--- src/rtl/core/humtf_pkg.sv ---
`timescale 1ns / 1ps
// ----------------------------------------------------------------------------
// humtf_pkg - shared types and constants of the humidity/temperature checker
// Word types of both channels, the frame record handed from the front to the
// back, the byte-position codes and the CRC-8 (0x31, MSB first) step.
// ----------------------------------------------------------------------------
package humtf_pkg;

	// CRC-8 polynomial and start value
	localparam logic [7:0] CRC_POLY = 8'h31;
	localparam logic [7:0] CRC_INIT = 8'hFF;

	// conversion constants: 175/65536 degC scaled by 100, offset -45 degC
	localparam logic [14:0] TEMP_SCALE  = 15'd17500;
	localparam logic [15:0] TEMP_OFFSET = 16'd4500;
	localparam logic [13:0] HUM_SCALE   = 14'd10000;

	// product widths
	localparam int TEMP_PROD_W = 31;
	localparam int HUM_PROD_W  = 30;

	// input word
	typedef struct packed {
		logic [7:0] data_byte;
		logic       frame_start;
	} in_word_t;

	// result word
	typedef struct packed {
		logic signed [14:0] temperature_centi;
		logic [13:0]        humidity_centi;
		logic               temp_crc_ok;
		logic               hum_crc_ok;
		logic               both_valid;
	} out_word_t;

	// completed frame, front to back
	typedef struct packed {
		logic [15:0] temp_raw;
		logic [15:0] hum_raw;
		logic        temp_ok;
		logic        hum_ok;
	} frame_t;

	// position of the next expected byte in the frame
	typedef enum logic [5:0] {
		POS_TH = 6'b000001,
		POS_TL = 6'b000010,
		POS_TC = 6'b000100,
		POS_HH = 6'b001000,
		POS_HL = 6'b010000,
		POS_HC = 6'b100000
	} pos_t;

	// one byte of CRC-8, MSB first
	function automatic logic [7:0] crc8_step(input logic [7:0] crc, input logic [7:0] b);
		logic [7:0] c;
		c = crc ^ b;
		for (int k = 0; k < 8; k++) begin
			if (c[7]) begin
				c = {c[6:0], 1'b0} ^ CRC_POLY;
			end else begin
				c = {c[6:0], 1'b0};
			end
		end
		return c;
	endfunction

endpackage

--- src/rtl/core/humtf_front.sv ---
`timescale 1ns / 1ps
// ----------------------------------------------------------------------------
// humtf_front - byte tracker and CRC checker
// Follows the byte position in the frame, runs the CRC over each 16-bit word,
// compares it with the received CRC byte and hands a frame record onwards
// when the sixth byte arrives.
// ----------------------------------------------------------------------------
module humtf_front (
	input  logic              clk,
	input  logic              arst_n,
	input  logic              take,
	input  humtf_pkg::in_word_t in_word,
	output logic              frame_valid,
	output humtf_pkg::frame_t frame
);

	humtf_pkg::pos_t pos_q;
	humtf_pkg::pos_t pos_d;
	humtf_pkg::pos_t pos_eff;
	logic [7:0]      crc_q;
	logic [7:0]      crc_d;
	logic [7:0]      crc_eff;
	logic [7:0]      crc_next;
	logic [15:0]     temp_raw_q;
	logic [15:0]     hum_raw_q;
	logic            temp_ok_q;
	logic            word_match;

	// start mark forces position and CRC back to frame start
	always_comb begin
		pos_eff    = in_word.frame_start ? humtf_pkg::POS_TH : pos_q;
		crc_eff    = in_word.frame_start ? humtf_pkg::CRC_INIT : crc_q;
		crc_next   = humtf_pkg::crc8_step(crc_eff, in_word.data_byte);
		word_match = (crc_eff == in_word.data_byte);
	end

	// next position and CRC
	always_comb begin
		frame_valid = 1'b0;
		unique case (pos_eff)
			humtf_pkg::POS_TL: begin
				pos_d = humtf_pkg::POS_TC;
				crc_d = crc_next;
			end
			humtf_pkg::POS_TC: begin
				pos_d = humtf_pkg::POS_HH;
				crc_d = humtf_pkg::CRC_INIT;
			end
			humtf_pkg::POS_HH: begin
				pos_d = humtf_pkg::POS_HL;
				crc_d = crc_next;
			end
			humtf_pkg::POS_HL: begin
				pos_d = humtf_pkg::POS_HC;
				crc_d = crc_next;
			end
			humtf_pkg::POS_HC: begin
				pos_d       = humtf_pkg::POS_TH;
				crc_d       = humtf_pkg::CRC_INIT;
				frame_valid = take;
			end
			default: begin
				// first byte, and any stray code
				pos_d = humtf_pkg::POS_TL;
				crc_d = crc_next;
			end
		endcase
	end

	assign frame.temp_raw = temp_raw_q;
	assign frame.hum_raw  = hum_raw_q;
	assign frame.temp_ok  = temp_ok_q;
	assign frame.hum_ok   = word_match;

	// control state
	always_ff @(posedge clk or negedge arst_n) begin
		if (!arst_n) begin
			pos_q     <= humtf_pkg::POS_TH;
			crc_q     <= humtf_pkg::CRC_INIT;
			temp_ok_q <= 1'b0;
		end else if (take) begin
			pos_q <= pos_d;
			crc_q <= crc_d;
			if (pos_eff == humtf_pkg::POS_TC) begin
				temp_ok_q <= word_match;
			end
		end
	end

	// raw words
	always_ff @(posedge clk or negedge arst_n) begin
		if (!arst_n) begin
			temp_raw_q <= '0;
			hum_raw_q  <= '0;
		end else if (take) begin
			unique case (pos_eff)
				humtf_pkg::POS_TL: temp_raw_q[7:0]  <= in_word.data_byte;
				humtf_pkg::POS_HH: hum_raw_q[15:8]  <= in_word.data_byte;
				humtf_pkg::POS_HL: hum_raw_q[7:0]   <= in_word.data_byte;
				humtf_pkg::POS_TC, humtf_pkg::POS_HC: ;
				default:           temp_raw_q[15:8] <= in_word.data_byte;
			endcase
		end
	end

endmodule

--- config.mk ---
export PLATFORM = sky130hd
export DESIGN_NAME = humtf_front
export DESIGN_NICKNAME = d
export VERILOG_FILES = /design/src/rtl/core/humtf_pkg.sv /design/src/rtl/core/humtf_front.sv
export SDC_FILE = /design/constraint.sdc
export NUM_CORES = 1
export LEC_CHECK = 0
export BUFFER_PORTS_ARGS = -buffer_cell sky130_fd_sc_hd__buf_2
export CAP_MARGIN = 20
export CORE_MARGIN = 3
export CORE_UTILIZATION = 45
export DETAILED_ROUTE_END_ITERATION = 16
export GPL_TIMING_DRIVEN = 0
export PLACE_DENSITY_LB_ADDON = 0.1
export SYNTH_ARGS = -nofsm -noshare
export SYNTH_HDL_FRONTEND = slang
export SYNTH_SLANG_ARGS = --single-unit
--- constraint.sdc ---
create_clock -name clk -period 1.9 [get_ports clk]
set_input_delay 0.095 -clock clk [delete_from_list [all_inputs] [get_ports clk]]
set_output_delay 0.095 -clock clk [all_outputs]
set_load 0.03 [all_outputs]
* Yosys cells after proc, flatten, opt, wreduce, memory -nomap -nowiden
Cells that the tools add are included.
Widths: inputs -> output; s select.
** Word-level totals
- Register bits after elaboration :: 47
- Output and inout bits :: 35
** Operators by class
- Eq/ne operators :: 6
- Muxes and demuxes :: 13
- Bitwise gates (word level) :: 10
- Reduce and logical (&&, ||, !) cells :: 7
** Operators by type and width (count)
- $mux 6 :: 9
- $pmux 6 s5 :: 1
- $not 3->3 :: 8
- $mux 8 :: 2
- $reduce_and 2->1 :: 5
- $eq 8x8->1 :: 1
- $xor 8x8->8 :: 1
- $eq 6x2->1 const B :: 1
- $eq 6x3->1 const B :: 1
- $eq 6x4->1 const B :: 1
- $eq 6x5->1 const B :: 1
- $eq 6x6->1 const B :: 1
- $reduce_or 5->1 :: 1
- $reduce_or 2->1 :: 1
- $mux 1 :: 1
- $not 1->1 :: 1

* Depth between registers and ports, before layout
- Depth after elaboration :: 19
- Depth in mapped cells :: 7

* Worst setup path after synthesis
OpenSTA, ideal clock, no wires.
- Path kind :: register to register
- Start :: reg pos_q[0]
- End :: reg pos_q[0]
- Arrival time :: 1568 ps
- Path slack :: 269 ps
- Stages on the path, launching flop included :: 5
- Path buffers :: 0
- Cells stage by stage :: dfstp_2 > nor3_2 > nand3_1 > nor3_1 > a21o_1
** On the way
- Cells in the longest elaborated chain, start to end :: 3
- Elaborated cells on any way between the ends :: 7
- Those cells by class :: eq/ne (5); mux (2)
** RTL lines
- start, declared :: RTL line humtf_front.sv:17 : humtf_pkg::pos_t pos_q;
- start signal, assigned :: RTL line humtf_front.sv:78 : pos_q <= humtf_pkg::POS_TH;
- start signal, assigned :: RTL line humtf_front.sv:82 : pos_q <= pos_d;
- $mux 6 (*) :: RTL line humtf_front.sv:31 : pos_eff = in_word.frame_start ? humtf_pkg::POS_TH : pos_q;
- $eq 6x6->1, or another cell as far along :: RTL line humtf_front.sv:40 : unique case (pos_eff)
- $pmux 6 s5 (*) :: RTL line humtf_front.sv:40
Mark *: on every way between the ends. The rest lies on a longest branch, timed or not.
A chain may end at the register's enable or synchronous reset.

* Final worst setup path
- Start :: reg crc_q[6]
- End :: out frame[0] (netlist name)
** On the way
- Cells in the longest elaborated chain, start to end :: 2
** RTL lines
- start, declared :: RTL line humtf_front.sv:20 : logic [7:0] crc_q;
- start signal, assigned :: RTL line humtf_front.sv:79 : crc_q <= humtf_pkg::CRC_INIT;
- start signal, assigned :: RTL line humtf_front.sv:83 : crc_q <= crc_d;
- $mux 8 :: RTL line humtf_front.sv:32 : crc_eff = in_word.frame_start ? humtf_pkg::CRC_INIT : crc_q;
- $eq 8x8->1 :: RTL line humtf_front.sv:34 : word_match = (crc_eff == in_word.data_byte);
- end, declared :: RTL line humtf_front.sv:14 : output humtf_pkg::frame_t frame
Every way passes these cells.

==> impl_metrics.csv <==
group,metric,value,unit
placement,place_area,2680,sq um
power,ir_worst_vdd,0.607,mV
timing,holdWs,-0.0353,ns
yosys,synth_seq_cells,47,
die,die_w,78.9,um
timing,finalSetupViolations,0,
clock_network,cts_buffer_depth,2,
status,outcome,"complete, but fails checks",
timing,fmaxAchievable,565,MHz
die,dieArea,6230,sq um
timing,min_period,1.77,ns
timing,finalHoldViolCount,38,
route,via_per_inst,5.32,
route,routed_wl,4820,um
clock_network,cts_sinks,47,
critical_path,end_kind,"output port",
grt,grt_antenna_before_repair,0,
yosys,synth-warning-count,0,
final_layout,antenna_cells,0,
clock_network,holdBufCountCts,0,
route,drtIter0Drc,38,
critical_path,start_kind,"register",
grt,overflow,0,
timing,maxSlewViolCount,0,
yosys,synth_cells,196,
critical_path,critPathKind,"reg2out",
grt,grt_pass1_wl,8030,um
route,drc,0,
grt,first_global_vias,1602,
yosys,seq_area_frac_synth,49.6,%
timing,slew_headroom,32.5,%
yosys,syn-num-nets,208,
clock_network,clkTransAtPathRegs,0.09,ns
final_layout,final_nets,253,
timing,fin_skew,0.00762,ns
final_layout,regArea,1190,sq um
critical_path,path_cells,"or3_1 -> a22oi_2 -> and4_1 -> buf_6",
clock_network,cts_setup_buffers,0,
final_layout,final_area,2790,sq um
yosys,muxShareOfSynthArea,15.5,%
final_layout,fillCellCount,475,
placement,place_congestion,0.769,
status,violations,"negative hold slack",
yosys,synth_xor_area_share,9.41,%
clock_network,cts_buffers,5,
critical_path,slowest_stage,"dfstp_2",
yosys,synth.distinct_cells,43,
critical_path,crit_fanout,5,
clock_network,insertion_delay,0.30,ns
critical_path,slowest_delay,0.39,ns
timing,rsz0062_at_grt,"no",
grt,grtUsageTotal,16.5,%
die,start_util,48.4,%
power,p_per_area,1250,nW/um^2
timing,worst_pin_slew,1.01,ns
die,rows,25,
timing,fin_crit_sh,93.1,%
yosys,synth-compound-area-share,9.99,%
clock_network,cts_tree,"built",
final_layout,synthToLayoutAreaGrowth,16.6,%
placement,hpwl,3490,um
yosys,netlist_area,2390,sq um
power,p_leak,1.32,nW
clock_network,cts_root_buffer,"clkbuf_8",
final_layout,multi_input_area,1110,sq um
final_layout,drive_above_1_share,44.2,%
yosys,synth_top_family_by_area,"multiplexers",
yosys,async_flop_share,100,%
clock_network,htree_levels,2,
min_path,worstHoldPathType,"in2async",
route,drtPass1Iterations,4,
placement,portBuffers,41,
route,detail_route.wl_per_cell,15.6,um
grt,grt_max_degree,48,
yosys,synth_area_per_cell,12.2,sq um
die,die_height,78.9,um
die,ios,47,
timing,fin_tns_setup,0,ns
critical_path,cp.required,1.80,ns
critical_path,critPathArrivalTime,1.67,ns
yosys,synth_fa_ha_area_share,0,%
route,vias,1645,
yosys,synth-main-ff-cell,"dfrtp_1",
flow_run,maxCapViolCount,0,
die,core-area,4940,sq um
yosys,synth-edff-count,0,
route,ant_nets,0,
yosys,synthSimpleGateAreaFrac,10.2,%
[metrics by stage]
stage | hold slack [ns] | setup WS [ns] | instances | utilization, % | power, W
after floorplan | -0.201 | 0.269 | 196 | - | 0.00256
after global placement | 0.358 | 0.0338 | 304 | 54.3 | 0.00287
after detailed placement | 0.333 | 0.0328 | 304 | 54.3 | 0.00290
after CTS | 0.00763 | 0.00920 | 311 | 56.2 | 0.00352
after global routing | 0.0257 | 0.0292 | 309 | 56.5 | 0.00372
final | -0.0353 | 0.131 | 309 | 56.5 | 0.00349
[cell type report]
cell class / count / share of cell area, %
clock inverters: 3 / 0.807
flip-flops and latches: 47 / 42.6
repair buffers: 41 / 7.58
inverters: 6 / 0.807
multi-input cells: 130 / 39.6
plain buffers: 10 / 3.14
well taps: 67 / 3.00
clock buffers: 5 / 2.47
[synth_stat cells (3+ instances only)]
library cell | instances | share of area, %
xor2_1 | 3 | 1.1
buf_6 | 4 | 1.9
xnor2_1 | 13 | 4.8
inv_1 | 6 | 0.94
nor2b_1 | 3 | 0.78
o22a_1 | 6 | 2.2
o21ai_1 | 3 | 0.63
mux2_1 | 4 | 1.9
nand2_1 | 3 | 0.47
nor3_1 | 7 | 1.5
mux2_2 | 29 | 14
o21ai_0 | 9 | 1.9
dfstp_2 | 9 | 9.9
nor2_1 | 11 | 1.7
buf_4 | 3 | 0.94
dfrtp_1 | 38 | 40
o211ai_1 | 3 | 0.94
buf_2 | 3 | 0.63
or3_1 | 4 | 1.0
[critical path, delay by kind of cell, from the launching register on]
| family | cells | cell delay, ns |
|---|---|---|
| AOI/OAI and AO/OA | 1 | 0.19 |
| buffers and inverters | 1 | 0.15 |
| DFF | 1 | 0.39 |
| and+or+nand+nor | 2 | 0.65 |
[layout by cell type (no fill, tap or decap), types with 3 or more instances in the layout]
master | netlist | layout
dfstp_2 | 9 | 9
nor2_1 | 11 | 10
o211ai_1 | 3 | 3
nor2b_1 | 3 | 3
buf_2 | 3 | 40
buf_6 | 4 | 5
dfrtp_1 | 38 | 38
xor2_1 | 3 | 3
mux2_1 | 4 | 4
xnor2_1 | 13 | 12
inv_1 | 6 | 6
mux2_2 | 29 | 29
o22a_1 | 6 | 6
or3_1 | 4 | 4
clkbuf_8 | 0 | 5
nand2_1 | 3 | 3
o21ai_1 | 3 | 3
nor3_1 | 7 | 7
nor2_2 | 2 | 3
o21ai_0 | 9 | 9
[per-layer routing]
metal	GRT usage, %	part of all wire [%]	vias up
li1	-	-	790
met1	23.4	49	811
met2	25.8	45	35
met3	3.63	4.0	9
met4	4.47	1.5	0
met5	0	0	-
[timing repair]
action,CTS,global route
endpoints found under the setup margin,1,18
pin swaps,2,4
hold endpoints to repair,0,0
gates cloned,0,0
gates resized for setup,2,6
[power breakdown]
group | leakage (nW) | internal [W] | switching, W
clock network | 0.0489 | 0.000266 | 0.000349
registers | 0.583 | 0.00130 | 0.000189
logic | 0.684 | 0.000630 | 0.000759
total | 1.32 | 0.00219 | 0.00130
[final timing paths]
| check | start | to | slack (ns) | cells past startpoint |
|---|---|---|---|---|
| worst max-delay path | crc_q[6] | frame[0] | 0.13 | 4 |
| worst min-delay path | arst_n | pos_q[1] | -0.04 | 1 |
| worst max register to register | pos_q[3] | temp_raw_q[15] | 0.15 | 6 |
| worst min register to register | temp_raw_q[11] | temp_raw_q[11] | 0.49 | 1 |
| max in group asynchronous | arst_n | hum_raw_q[2] | 1.31 | 1 |
| min in group clk | take | crc_q[0] | 0.08 | 3 |
[state kept, by name (all words and copies together), names as in the netlist]
signal	cells
hum_raw_q	16
pos_q	6
temp_ok_q	1
temp_raw_q	16
crc_q	8
[logic make-up after synthesis]
group / after synthesis
flops: 47
simple gates: 43
compound gates: 34
mux: 33
xor+xnor: 20
buf+inv: 19
Note: power is estimated with default switching activity, not from simulation.
